**config.mk**
```make
export PLATFORM = sky130hd
export DESIGN_NAME = sorted_alarm_queue_timer_top
export DESIGN_NICKNAME = d
export VERILOG_FILES = /design/src/hdl/saqt_pkg.sv /design/src/hdl/saqt_fifo.sv /design/src/hdl/saqt_front.sv /design/src/hdl/saqt_engine.sv /design/src/hdl/sorted_alarm_queue_timer_top.sv
export VERILOG_INCLUDE_DIRS = /design/src /design/src/hdl
export SDC_FILE = /design/constraint.sdc
export NUM_CORES = 2
export LEC_CHECK = 0
export BUFFER_PORTS_ARGS = -buffer_cell sky130_fd_sc_hd__buf_2
export CAP_MARGIN = 40
export CORE_UTILIZATION = 30
export DETAILED_ROUTE_END_ITERATION = 7
export PLACE_DENSITY = 0.55
export SLEW_MARGIN = 0
export SYNTH_ARGS = -nofsm -noshare
export SYNTH_HDL_FRONTEND = slang
export SYNTH_HIERARCHICAL = 1
export SYNTH_SLANG_ARGS = --single-unit
```
**constraint.sdc**
```tcl
create_clock -name clk -period 7.3 [get_ports clk]
set_input_delay 1.095 -clock clk [delete_from_list [all_inputs] [get_ports clk]]
set_output_delay 1.095 -clock clk [all_outputs]
set_load 0.02 [all_outputs]
```
**src/hdl/sorted_alarm_queue_timer_top_macros.svh**
```systemverilog
// Assertion macros for the sorted alarm queue timer.
// Used by sorted_alarm_queue_timer_top; no other dependencies.
`ifndef SORTED_ALARM_QUEUE_TIMER_TOP_MACROS_SVH
`define SORTED_ALARM_QUEUE_TIMER_TOP_MACROS_SVH
// Check an implication on every clock edge outside reset.
`define SAQ_ASSERT_IMPL(lbl, ante, cons, msg) \
    lbl: assert property (@(posedge clk) disable iff (!rst_n) (ante) |-> (cons)) \
        else $error(msg);
// Check that the consequence holds in the cycle after the antecedent.
`define SAQ_ASSERT_NEXT(lbl, ante, cons, msg) \
    lbl: assert property (@(posedge clk) disable iff (!rst_n) (ante) |=> (cons)) \
        else $error(msg);
`endif

```
**src/hdl/saqt_pkg.sv**
```systemverilog
// Shared types and codes for the sorted alarm queue timer.
// No dependencies.
package saqt_pkg;
    localparam logic [1:0] ACT_TICK   = 2'd0;
    localparam logic [1:0] ACT_SET    = 2'd1;
    localparam logic [1:0] ACT_CANCEL = 2'd2;
    localparam logic [1:0] ACT_NONE   = 2'd3;
    localparam logic [1:0] KIND_ACK   = 2'd0;
    localparam logic [1:0] KIND_FIRED = 2'd1;
    localparam logic [1:0] KIND_TICK  = 2'd2;

    typedef enum logic [2:0] {
        ST_IDLE,
        ST_REMOVE,
        ST_INSERT,
        ST_FIRE,
        ST_EMIT
    } eng_state_t;

    typedef struct packed {
        logic [1:0]  action;
        logic [3:0]  alarm_slot;
        logic [31:0] deadline;
    } saqt_req_t;
endpackage

```
**src/hdl/saqt_fifo.sv**
```systemverilog
// Short request queue between the front and the engine.
// Depends on saqt_pkg.
module saqt_fifo
    import saqt_pkg::*;
(
    input  logic      clk,
    input  logic      rst_n,
    input  logic      in_valid,
    output logic      in_stall,
    input  saqt_req_t in_req,
    output logic      out_valid,
    input  logic      out_pop,
    output saqt_req_t out_req
);
    saqt_req_t  mem_reg [2];
    logic       wp_reg, rp_reg;
    logic [1:0] cnt_reg;
    logic       push;

    assign in_stall  = (cnt_reg == 2'd2);
    assign push      = in_valid && !in_stall;
    assign out_valid = (cnt_reg != 2'd0);
    assign out_req   = mem_reg[rp_reg];

    always_ff @(posedge clk)
    begin
        if (push)
        begin
            mem_reg[wp_reg] <= in_req;
        end
    end

    always_ff @(posedge clk or negedge rst_n)
    begin
        if (!rst_n)
        begin
            wp_reg  <= 1'b0;
            rp_reg  <= 1'b0;
            cnt_reg <= 2'd0;
        end
        else
        begin
            if (push)
            begin
                wp_reg <= ~wp_reg;
            end
            if (out_pop)
            begin
                rp_reg <= ~rp_reg;
            end
            cnt_reg <= cnt_reg + {1'b0, push} - {1'b0, out_pop};
        end
    end
endmodule

```
**src/hdl/saqt_front.sv**
```systemverilog
// Front part: accept requests, classify them and mask the fields.
// Depends on saqt_pkg.
module saqt_front
    import saqt_pkg::*;
#(
    parameter int ALARM_SLOTS = 16,
    parameter int TICK_BITS   = 32
)
(
    input  logic        clk,
    input  logic        rst_n,
    input  logic        valid_in,
    output logic        stall_in,
    input  logic [1:0]  action,
    input  logic [3:0]  alarm_slot,
    input  logic [31:0] deadline,
    output logic        q_valid,
    input  logic        q_stall,
    output saqt_req_t   q_req
);
    saqt_req_t  req_reg;
    logic       full_reg;
    logic       take;
    logic [1:0] act_cls;
    logic [31:0] dl_m;

    assign stall_in = full_reg && q_stall;
    assign take     = valid_in && !stall_in;
    assign q_valid  = full_reg;
    assign q_req    = req_reg;

    always_comb
    begin
        dl_m = deadline;
        if (TICK_BITS < 32)
        begin
            dl_m = deadline & ((32'd1 << TICK_BITS) - 32'd1);
        end
        act_cls = action;
        // out-of-range slot or unknown code: acknowledge only
        if ((action == ACT_SET || action == ACT_CANCEL) && 32'(alarm_slot) >= ALARM_SLOTS)
        begin
            act_cls = ACT_NONE;
        end
        // zero deadline cancels
        if (action == ACT_SET && dl_m == 32'd0)
        begin
            act_cls = ACT_CANCEL;
        end
    end

    always_ff @(posedge clk)
    begin
        if (take)
        begin
            req_reg <= '{act_cls, alarm_slot, dl_m};
        end
    end

    always_ff @(posedge clk or negedge rst_n)
    begin
        if (!rst_n)
        begin
            full_reg <= 1'b0;
        end
        else if (take)
        begin
            full_reg <= 1'b1;
        end
        else if (!q_stall)
        begin
            full_reg <= 1'b0;
        end
    end
endmodule

```
**src/hdl/saqt_engine.sv**
```systemverilog
// Back part: sorted list kept in registers, walked one position a cycle.
// Depends on saqt_pkg.
module saqt_engine
    import saqt_pkg::*;
#(
    parameter int ALARM_SLOTS = 16,
    parameter int TICK_BITS   = 32
)
(
    input  logic                 clk,
    input  logic                 rst_n,
    input  logic                 cfg_we,
    input  logic [TICK_BITS-1:0] cfg_tick,
    input  logic                 q_valid,
    output logic                 q_pop,
    input  saqt_req_t            q_req,
    output logic                 valid_out,
    input  logic                 stall_out,
    output logic [1:0]           result_kind,
    output logic [3:0]           fired_slot,
    output logic [31:0]          tick_value,
    output logic                 reschedule,
    output logic                 last
);
    localparam int SB = (ALARM_SLOTS > 1) ? $clog2(ALARM_SLOTS) : 1;
    localparam int LB = $clog2(ALARM_SLOTS + 1);

    eng_state_t st_reg, st_next;
    logic [TICK_BITS-1:0] tick_reg;
    logic [TICK_BITS-1:0] dl_reg [ALARM_SLOTS];
    logic [SB-1:0]        ord_reg [ALARM_SLOTS];
    logic [ALARM_SLOTS-1:0] queued_reg;
    logic [LB-1:0] len_reg;
    logic [LB-1:0] pos_reg;
    logic          found_reg;
    logic          fired_reg;
    saqt_req_t     cur_reg;
    logic          ov_reg;
    logic [1:0]    ok_reg;
    logic [3:0]    os_reg;
    logic [31:0]   ot_reg;
    logic          or_reg, ol_reg;
    logic          out_free;
    logic [SB-1:0] slot_i;
    logic [SB-1:0] head;
    logic [TICK_BITS-1:0] cdl;
    logic [TICK_BITS-1:0] tick_inc;

    assign out_free = !ov_reg || !stall_out;
    assign slot_i   = SB'(cur_reg.alarm_slot);
    assign head     = ord_reg[0];
    assign cdl      = TICK_BITS'(cur_reg.deadline);
    assign tick_inc = tick_reg + 1'b1;

    assign valid_out   = ov_reg;
    assign result_kind = ok_reg;
    assign fired_slot  = os_reg;
    assign tick_value  = ot_reg;
    assign reschedule  = or_reg;
    assign last        = ol_reg;

    always_comb
    begin
        st_next = st_reg;
        case (st_reg)
            ST_IDLE:
            begin
                if (q_valid && !cfg_we)
                begin
                    if (q_req.action == ACT_TICK)
                    begin
                        st_next = ST_FIRE;
                    end
                    else if (q_req.action == ACT_SET || q_req.action == ACT_CANCEL)
                    begin
                        st_next = ST_REMOVE;
                    end
                    else
                    begin
                        st_next = ST_EMIT;
                    end
                end
            end
            ST_REMOVE:
            begin
                if (pos_reg >= len_reg || !queued_reg[slot_i])
                begin
                    st_next = (cur_reg.action == ACT_SET) ? ST_INSERT : ST_EMIT;
                end
            end
            ST_INSERT:
            begin
                if (pos_reg >= len_reg || dl_reg[ord_reg[pos_reg[SB-1:0]]] > cdl)
                begin
                    st_next = ST_EMIT;
                end
            end
            ST_FIRE:
            begin
                if (len_reg == '0 || dl_reg[head] > tick_reg)
                begin
                    if (out_free)
                    begin
                        st_next = ST_IDLE;
                    end
                end
            end
            ST_EMIT:
            begin
                if (out_free)
                begin
                    st_next = ST_IDLE;
                end
            end
            default: st_next = ST_IDLE;
        endcase
    end

    assign q_pop = (st_reg == ST_IDLE) && q_valid && !cfg_we;

    always_ff @(posedge clk)
    begin
        if (q_pop)
        begin
            cur_reg <= q_req;
        end
        if (st_reg == ST_INSERT && (pos_reg >= len_reg || dl_reg[ord_reg[pos_reg[SB-1:0]]] > cdl))
        begin
            dl_reg[slot_i] <= cdl;
        end
    end

    always_ff @(posedge clk or negedge rst_n)
    begin
        if (!rst_n)
        begin
            st_reg     <= ST_IDLE;
            tick_reg   <= '0;
            queued_reg <= '0;
            len_reg    <= '0;
            pos_reg    <= '0;
            found_reg  <= 1'b0;
            fired_reg  <= 1'b0;
            ov_reg     <= 1'b0;
            ok_reg     <= KIND_ACK;
            os_reg     <= '0;
            ot_reg     <= '0;
            or_reg     <= 1'b0;
            ol_reg     <= 1'b0;
            for (int i = 0; i < ALARM_SLOTS; i++)
            begin
                ord_reg[i] <= '0;
            end
        end
        else
        begin
            st_reg <= st_next;
            // drop an accepted result unless a new one replaces it
            if (ov_reg && !stall_out && st_reg != ST_FIRE && st_reg != ST_EMIT)
            begin
                ov_reg <= 1'b0;
            end
            if (cfg_we)
            begin
                tick_reg   <= cfg_tick;
                queued_reg <= '0;
                len_reg    <= '0;
            end
            case (st_reg)
                ST_IDLE:
                begin
                    pos_reg   <= '0;
                    found_reg <= 1'b0;
                    fired_reg <= 1'b0;
                    if (q_pop && q_req.action == ACT_TICK)
                    begin
                        tick_reg <= tick_inc;
                    end
                end
                ST_REMOVE:
                begin
                    // shift left past the removed slot
                    if (pos_reg >= len_reg || !queued_reg[slot_i])
                    begin
                        if (queued_reg[slot_i])
                        begin
                            len_reg <= len_reg - 1'b1;
                        end
                        queued_reg[slot_i] <= 1'b0;
                        pos_reg   <= '0;
                        found_reg <= 1'b0;
                    end
                    else
                    begin
                        if (found_reg || ord_reg[pos_reg[SB-1:0]] == slot_i)
                        begin
                            if (32'(pos_reg) + 1 < ALARM_SLOTS)
                            begin
                                ord_reg[pos_reg[SB-1:0]] <= ord_reg[SB'(pos_reg + 1'b1)];
                            end
                            found_reg <= 1'b1;
                        end
                        pos_reg <= pos_reg + 1'b1;
                    end
                end
                ST_INSERT:
                begin
                    if (pos_reg >= len_reg || dl_reg[ord_reg[pos_reg[SB-1:0]]] > cdl)
                    begin
                        for (int i = 1; i < ALARM_SLOTS; i++)
                        begin
                            if (LB'(i) > pos_reg && LB'(i) <= len_reg)
                            begin
                                ord_reg[i] <= ord_reg[i-1];
                            end
                        end
                        ord_reg[pos_reg[SB-1:0]] <= slot_i;
                        queued_reg[slot_i] <= 1'b1;
                        len_reg <= len_reg + 1'b1;
                    end
                    else
                    begin
                        pos_reg <= pos_reg + 1'b1;
                    end
                end
                ST_FIRE:
                begin
                    if (out_free)
                    begin
                        ov_reg <= 1'b1;
                        ot_reg <= 32'(tick_reg);
                        if (len_reg != '0 && dl_reg[head] <= tick_reg)
                        begin
                            // pop the head
                            for (int i = 0; i + 1 < ALARM_SLOTS; i++)
                            begin
                                ord_reg[i] <= ord_reg[i+1];
                            end
                            queued_reg[head] <= 1'b0;
                            len_reg   <= len_reg - 1'b1;
                            fired_reg <= 1'b1;
                            ok_reg <= KIND_FIRED;
                            os_reg <= 4'(head);
                            or_reg <= 1'b0;
                            ol_reg <= 1'b0;
                        end
                        else
                        begin
                            ok_reg <= KIND_TICK;
                            os_reg <= '0;
                            or_reg <= fired_reg;
                            ol_reg <= 1'b1;
                        end
                    end
                end
                ST_EMIT:
                begin
                    if (out_free)
                    begin
                        ov_reg <= 1'b1;
                        ok_reg <= KIND_ACK;
                        os_reg <= '0;
                        ot_reg <= 32'(tick_reg);
                        or_reg <= 1'b0;
                        ol_reg <= 1'b1;
                    end
                end
                default: ;
            endcase
        end
    end
endmodule

```
**src/hdl/sorted_alarm_queue_timer_top.sv**
```systemverilog
// Sorted alarm queue timer: top level, front, queue and engine.
// Depends on saqt_pkg, saqt_front, saqt_fifo, saqt_engine and the macros header.
//
// Usage: requests enter on valid_in/stall_in with action, alarm_slot and
// deadline. Tick advances the counter and fires every queued alarm whose
// deadline is not later than the new tick, in deadline order, one result
// per fired alarm, then a tick-finished result with last set. Set and
// cancel give one acknowledge result. Results leave on valid_out/stall_out.
// Path: a request is registered in the front, then in the queue and then
// in the engine's dispatch. Set walks the ordered list twice, one
// position a cycle (remove, then insert); a tick fires its alarms one at
// a time, each result held while the output stalls.
// The list walk in the engine sets the rate.
// Reset empties the list and loads tick zero; writing tick_start does the
// same with the written value. A stall holds the result register; the
// front and its two-entry queue keep taking requests until full.
`include "sorted_alarm_queue_timer_top_macros.svh"
module sorted_alarm_queue_timer_top
    import saqt_pkg::*;
#(
    parameter int ALARM_SLOTS = 16,
    parameter int TICK_BITS   = 32
)
(
    input  logic        clk,
    input  logic        rst_n,
    input  logic        cfg_we,
    input  logic [31:0] cfg_wdata,
    input  logic        valid_in,
    output logic        stall_in,
    input  logic [1:0]  action,
    input  logic [3:0]  alarm_slot,
    input  logic [31:0] deadline,
    output logic        valid_out,
    input  logic        stall_out,
    output logic [1:0]  result_kind,
    output logic [3:0]  fired_slot,
    output logic [31:0] tick_value,
    output logic        reschedule,
    output logic        last
);
    logic      f_valid, f_stall, e_valid, e_pop;
    saqt_req_t f_req, e_req;
    logic [TICK_BITS-1:0] cfg_tick;

    // take the low tick bits of the start value
    assign cfg_tick = TICK_BITS'(cfg_wdata);

    saqt_front #(.ALARM_SLOTS(ALARM_SLOTS), .TICK_BITS(TICK_BITS)) u_front (
        .clk(clk), .rst_n(rst_n), .valid_in(valid_in), .stall_in(stall_in),
        .action(action), .alarm_slot(alarm_slot), .deadline(deadline),
        .q_valid(f_valid), .q_stall(f_stall), .q_req(f_req)
    );

    saqt_fifo u_fifo (
        .clk(clk), .rst_n(rst_n), .in_valid(f_valid), .in_stall(f_stall),
        .in_req(f_req), .out_valid(e_valid), .out_pop(e_pop), .out_req(e_req)
    );

    saqt_engine #(.ALARM_SLOTS(ALARM_SLOTS), .TICK_BITS(TICK_BITS)) u_engine (
        .clk(clk), .rst_n(rst_n), .cfg_we(cfg_we), .cfg_tick(cfg_tick),
        .q_valid(e_valid), .q_pop(e_pop), .q_req(e_req),
        .valid_out(valid_out), .stall_out(stall_out), .result_kind(result_kind),
        .fired_slot(fired_slot), .tick_value(tick_value),
        .reschedule(reschedule), .last(last)
    );

    `SAQ_ASSERT_IMPL(a_fire_not_last, valid_out && result_kind == KIND_FIRED, !last,
        "fired result marked last")
    `SAQ_ASSERT_IMPL(a_ack_clean, valid_out && result_kind == KIND_ACK,
        last && !reschedule && fired_slot == 4'd0, "acknowledge fields wrong")
    `SAQ_ASSERT_NEXT(a_hold, valid_out && stall_out,
        valid_out && $stable(result_kind) && $stable(fired_slot) && $stable(tick_value),
        "stalled result changed")
endmodule

```
Yosys cells after proc, flatten, opt, wreduce, memory -nomap -nowiden
Memories as Yosys holds them, arrays and structs flattened.
Index checks and enable logic that the tools add are counted.

storage, ports and cells
  word-level logic and storage cells = 316
  bits of input ports = 75
  output and inout port bits = 42
  RAM bits = 588
  memories kept = 2
  bits in latches = 0
  bits in read-only memories = 0
  flip-flop bits (word level) = 249

operators by class
  reductions and logical operators = 64
  equal/unequal tests = 25
  div/mod/pow operators = 0
  shift operators = 0
  multipliers = 0
  add/sub/neg operators = 7
  mux-type cells = 128
  order comparisons = 42
  bitwise logic cells = 9

memories
  memory           depth  bits a word  read ports  clocked after Yosys merged registers in  wr ports  RTL line           text
  u_engine.dl_reg  16     32           2           0                                        1         saqt_engine.sv:30  logic [TICK_BITS-1:0] dl_reg [ALARM_SLOTS];
  u_fifo.mem_reg   2      38           1           0                                        1         saqt_fifo.sv:15    saqt_req_t mem_reg [2];

operators with widths
  operator                 number
  $mux W64                 4
  $mux W4                  53
  $pmux W60 S3             1
  $bwmux W64               2
  $mux W60                 2
  $mux W32                 3
  $mux W16                 5
  $gt A32 B32 Y1           2
  $pmux W16 S3             1
  $gt A4 B5 Y1 const A     8
  $le A4 B5 Y1 const A     8
  $mux W5                  8
  $add A32 B1 Y32 const B  1
  $and A16 B16 Y16         2
  $bmux W4 S4              2
  $le A32 B32 Y1           1
  $logic_not A32 Y1        1
  $lt A32 B5 Y1 const B    1
  $not A16 Y16             2
  $logic_and A1 B1 Y1      31
  $pmux W5 S3              2
  $mux W3                  8
  $mux W1                  22
  $gt A3 B5 Y1 const A     4
  51 further kinds         101

Depth between registers and ports, before layout
An unclocked memory read counts as a cell.

  word-level depth = 12
  mapped depth = 23
  mapped depth without buffers = 16

Hierarchy
The synthesis kept the hierarchy.

modules (own cells, without submodules)
  module       cells each  instances  area an instance (um^2)  seq. area each (um^2)
  saqt_engine  2547        1          37666.1                  20719.9
  saqt_fifo    135         1          2982.9                   2382.3
  saqt_front   57          1          1295.0                   1166.1

Least setup slack after synthesis
OpenSTA, ideal clock, no wires.

  kind = flip-flop to flip-flop
  from = reg u_engine.pos_reg[1]
  to = mem u_engine.dl_reg[4][0], enable pin
  buffers on the path = 6
  stages on the path, launching flop included = 20
  period minus slack after synthesis = 7.163 ns
  path slack = 0.137 ns
  setup time = 0.461 ns
  arrival time = 6.702 ns
  required time = 6.839 ns
  cells stage by stage = dfrtp_1 -> buf_6 -> buf_12 -> mux4_1 -> mux2i_1 -> mux2_2 -> buf_2 -> buf_1 -> mux4_2 -> a22o_1 -> a221o_1 -> ha_1 -> nand4_1 -> nor4_1 -> nand2b_1 -> a31oi_1 -> o31ai_1 -> clkbuf_1 -> clkbuf_1 -> nor3_1

on the way
  longest elaborated chain between the ends = 10
  elaborated cells on any way between the ends = 11
  classes of those cells = 2 x order compare; 5 x mux; 1 x bitwise; 2 x reduce/logical; 1 x memory

RTL lines
  item                                         RTL line            text
  start: declaration                           saqt_engine.sv:34   logic [LB-1:0] pos_reg;
  start signal: assignment                     saqt_engine.sv:203  pos_reg <= pos_reg + 1'b1;
  start signal: assignment                     saqt_engine.sv:223  pos_reg <= pos_reg + 1'b1;
  $not A4 Y5 (implied by the code)             saqt_engine.sv:127  if (st_reg == ST_INSERT && (pos_reg >= len_reg || dl_reg[ord_reg[pos_reg[SB-1:0]]] > cdl))
  $bmux W4 S4                                  saqt_engine.sv:127
  $mux W4 (implied by the code) (2 in series)  saqt_engine.sv:127
  $mem_v2 Z16 W32                              -
  $gt A32 B32 Y1                               saqt_engine.sv:127
  $logic_or A1 B1 Y1 *                         saqt_engine.sv:127
  $logic_and A1 B1 Y1 *                        saqt_engine.sv:127
  $mux W1 *                                    saqt_engine.sv:127
  $mux W1 (implied by the code) *              saqt_engine.sv:129  dl_reg[slot_i] <= cdl;
  end: declaration                             saqt_engine.sv:30

Every way passes the cells marked *; elsewhere a longest branch is shown, timed or not. The select of a mux whose other input is x is not followed.

Worst setup path in the final report
  from = reg u_engine.pos_reg[2]
  to = mem u_engine.dl_reg[6][2], enable pin

The elaborated chain is that of the path after synthesis.

==> impl_metrics.ini <==
[outcome]
status = finished, final reports clean

[placement]
portBuffers = 116
globalplace.congestion = 0.850
hpwlAfterDp_mm = 81.6

[drt]
vias_per_cell = 5.52
totalWireLength_mm = 125
vias = 26554
wl_per_cell_um = 25.9
ant_nets = 0
drtPass1Iterations = 6
drc = 0
drt_iter0_drc = 2501

[sta]
fin_skew_ps = 43.7
finalSetupViolCount = 0
min_period_ps = 6510
clock.fmax_mhz = 154
fin_crit_sh_pct = 89.2
slew_headroom_pct = 41.0
grt_setup_unrepaired = false
tightest_slew_ps = 883
hold_violations = 0
timing.setup.tns_ps = 0
slew_violations = 0

[synth]
yosysSeqAreaShare_pct = 57.9
async_flop_share_pct = 20.7
netlist_area_um2 = 41900
ys_warn_count = 6
synth_xor_xnor_area_share_pct = 0.230
yosysTopAreaCellShare_pct = 47.5
synth_top_family_by_area = multiplexers
syn_area_per_cell_um2 = 15.3
synth_area_leaders = edfxtp_1, mux4_2, dfrtp_1
yosys_register_bits = 837
syn-num-nets = 2895
synth_edf_count = 664
synth_fa_ha_area_share_pct = 2.42
yosysUniqueCellTypes = 87
synth.largest_area_cell = edfxtp_1
syn_inst = 2739
synthMuxAreaShare_pct = 20.8
yosys.area_share.simple_pct = 5.49
synth_flop_cell = edfxtp_1
synth_compound_area_share_pct = 10.2

[clock_network]
holdBufCountCts = 0
clock_latency_ps = 710
cts_sinks = 837
cts_setup_buffers = 0
cts.repair.resized = 0
cts_buffers = 96
cts_buffer_depth = 3
cts_tree = built
clk_pin_slew_ps = 60
ctsRootBufferMaster = clkbuf_16
htree_num_levels = 3

[critical_path]
timing.critical_path.cells = buf_4, mux4_2, mux2i_1, mux2i_4, buf_12, mux4_2, a22o_1, a221o_1, ha_1, nand2_1, o21ai_0, nand2b_1, a31oi_1, o31ai_4, buf_4, nor3_2, buf_4
cpMostUsedCell = buf_4
worstPathMaxFanout = 43
required_ps = 7700
startpoint = u_engine/pos_reg[2]$_DFFE_PN0P_
rr_worst_depth = 17
setup.worst_path.start_class = flop
reg2reg_to = u_engine/dl_reg[6][2]$_DFFE_PP_
cp-end-kind = flop
arrival_ps = 6910
critPathMaxStageDelay_ps = 650
path_class = flop to flop
slowest_stage = o21ai_0
r2r_start = u_engine/pos_reg[2]$_DFFE_PN0P_
r2r_slack_ps = 790

[grt]
track_usage_pct = 17.5
overflow = 0
antenna_found_initial = 7
grt_pass1_wl_mm = 184
grt_max_degree = 127
grt_pass1_vias = 26392

[final_layout]
syn_to_final_growth_pct = 15.4
nNetsFinal = 3022
drive_gt1_share_pct = 27.9
largest_reg_flops = 512

[die]
core.rowCount = 136
die_w_um = 376
dieHeight_um = 376
core_area_um2 = 138000
initial_core_util_pct = 30.4
io_pins = 117
die_area_um2 = 141000

[flow_run]
max-cap-violations = 0

[hold_path]
hp-class = input port to async pin

[power_and_ir_drop]
cellPowerDensity_nw_per_um2 = 369
vdd_drop_max_v = 0.000187
p_total_w = 0.0179
p_leak_nw = 16.6
==> cell type report <==
cell class                      instances  area, um2
Antenna cell                            2       5.00
Clock buffer                          123       2550
Clock inverter                         54        495
Fill cell                           13265      89800
Inverter                               85        319
Multi-Input combinational cell       1624      16600
Sequential cell                       837      24300
Tap cell                             1863       2330
Timing Repair Buffer                  222       1770
==> kinds of logic (layout without fill, tap and decap cells) <==
logic type / count (synthesis) / in the layout
AOI/OAI and AO/OA: 602 / 602
xor gates and xnor gates: 11 / 11
adders and majority gates: 81 / 81
buffers and inverters: 278 / 484
DFF: 837 / 837
muxes: 454 / 454
other: 0 / 2
and+or+nand+nor: 476 / 476
==> worst max-delay path by stage <==
stage	slack, ps	to
after floorplan	140	u_engine/dl_reg[4][0]$_DFFE_PP_
after detailed placement	840	u_engine/dl_reg[6][16]$_DFFE_PP_
after global placement	830	u_engine/dl_reg[6][16]$_DFFE_PP_
after CTS	790	u_engine/dl_reg[6][2]$_DFFE_PP_
after global routing	520	u_engine/dl_reg[6][2]$_DFFE_PP_
final	790	u_engine/dl_reg[6][2]$_DFFE_PP_
==> layout by cell type (no fill, tap or decap), types with 10 or more instances in the layout <==
cell type,synthesis,final
a211oi_1,43,43
a21oi_1,116,116
a221o_1,35,35
a22o_1,53,53
a22o_2,15,15
a22oi_1,23,23
a31oi_1,14,14
and2_1,13,12
and3_1,18,17
buf_12,4,29
buf_2,21,116
buf_4,11,74
clkbuf_1,113,23
clkbuf_16,0,97
clkinv_1,3,18
clkinv_2,0,19
dfrtp_1,173,167
edfxtp_1,664,664
ha_1,81,81
inv_1,81,80
mux2_2,41,40
mux2_4,10,10
mux2i_1,78,77
mux4_2,319,319
nand2_1,156,156
nand2b_1,21,20
nand3_1,29,29
nand4_1,21,21
nor2_1,125,114
nor2_4,0,10
nor2b_1,14,12
nor3_1,32,23
nor3_2,1,10
nor4_1,14,14
o21ai_0,124,124
o22ai_1,27,27
o2bb2ai_1,26,26
==> critical path, delay by kind of cell, from the launching register on <==
family,cells,cell delay [ps]
DFF,1,550
buffers and inverters,4,1240
AOI/OAI and AO/OA,5,1880
muxes,4,1350
and+or+nand+nor,3,800
adders and majority gates,1,320
==> through the flow <==
step / area [um2] / std cells / util, % / setup WS, ps / hold slack, ps
2_1_floorplan: 41900 / 2739 / - / 137 / 421
3_3_place_gp: 45200 / 4622 / 32.7 / 834 / 424
3_5_place_dp: 45300 / 4631 / 32.8 / 839 / 432
4_1_cts: 48400 / 4808 / 35.0 / 794 / 323
5_1_grt: 48400 / 4808 / 35.0 / 521 / 373
6_report: 48400 / 4810 / 35.0 / 787 / 352
==> cells in the mapped netlist (7+ instances only) <==
master / instances
o2111ai_1: 8
o211ai_1: 9
nand4_1: 21
nand3_1: 29
a221o_1: 35
mux2_4: 10
and2_1: 13
a311oi_1: 9
nor2_1: 125
o221a_2: 9
buf_1: 35
a22o_2: 15
or2_2: 8
mux2i_1: 78
nand2_1: 156
a31oi_1: 14
a22oi_1: 23
buf_4: 11
clkbuf_1: 113
nor4_1: 14
mux2_2: 41
and3_1: 18
nor3_1: 32
o2bb2ai_1: 26
dfrtp_1: 173
a221oi_1: 7
o21a_1: 9
buf_6: 8
nand2b_1: 21
mux4_2: 319
inv_1: 81
ha_1: 81
a21oi_1: 116
a22o_1: 53
a211oi_1: 43
o21ai_0: 124
o22ai_1: 27
or3_1: 7
edfxtp_1: 664
nor2b_1: 14
o31ai_1: 7
buf_2: 21
==> metal layers <==
metal	wire, um	track usage (%)	vias up
met4	2440	4.61	2
met3	8080	2.82	176
met1	56100	25.0	13839
met2	58000	27.7	1079
li1	-	-	11458
met5	13	0	-
==> where the power goes <==
group | switching [W] | total, W | internal, W | leakage, nW
clock network | 0.00200 | 0.00467 | 0.00267 | 1.48
logic | 0.00383 | 0.00664 | 0.00281 | 6.91
registers | 0.000628 | 0.00656 | 0.00593 | 8.25
Note: power is estimated with default switching activity, not from simulation.
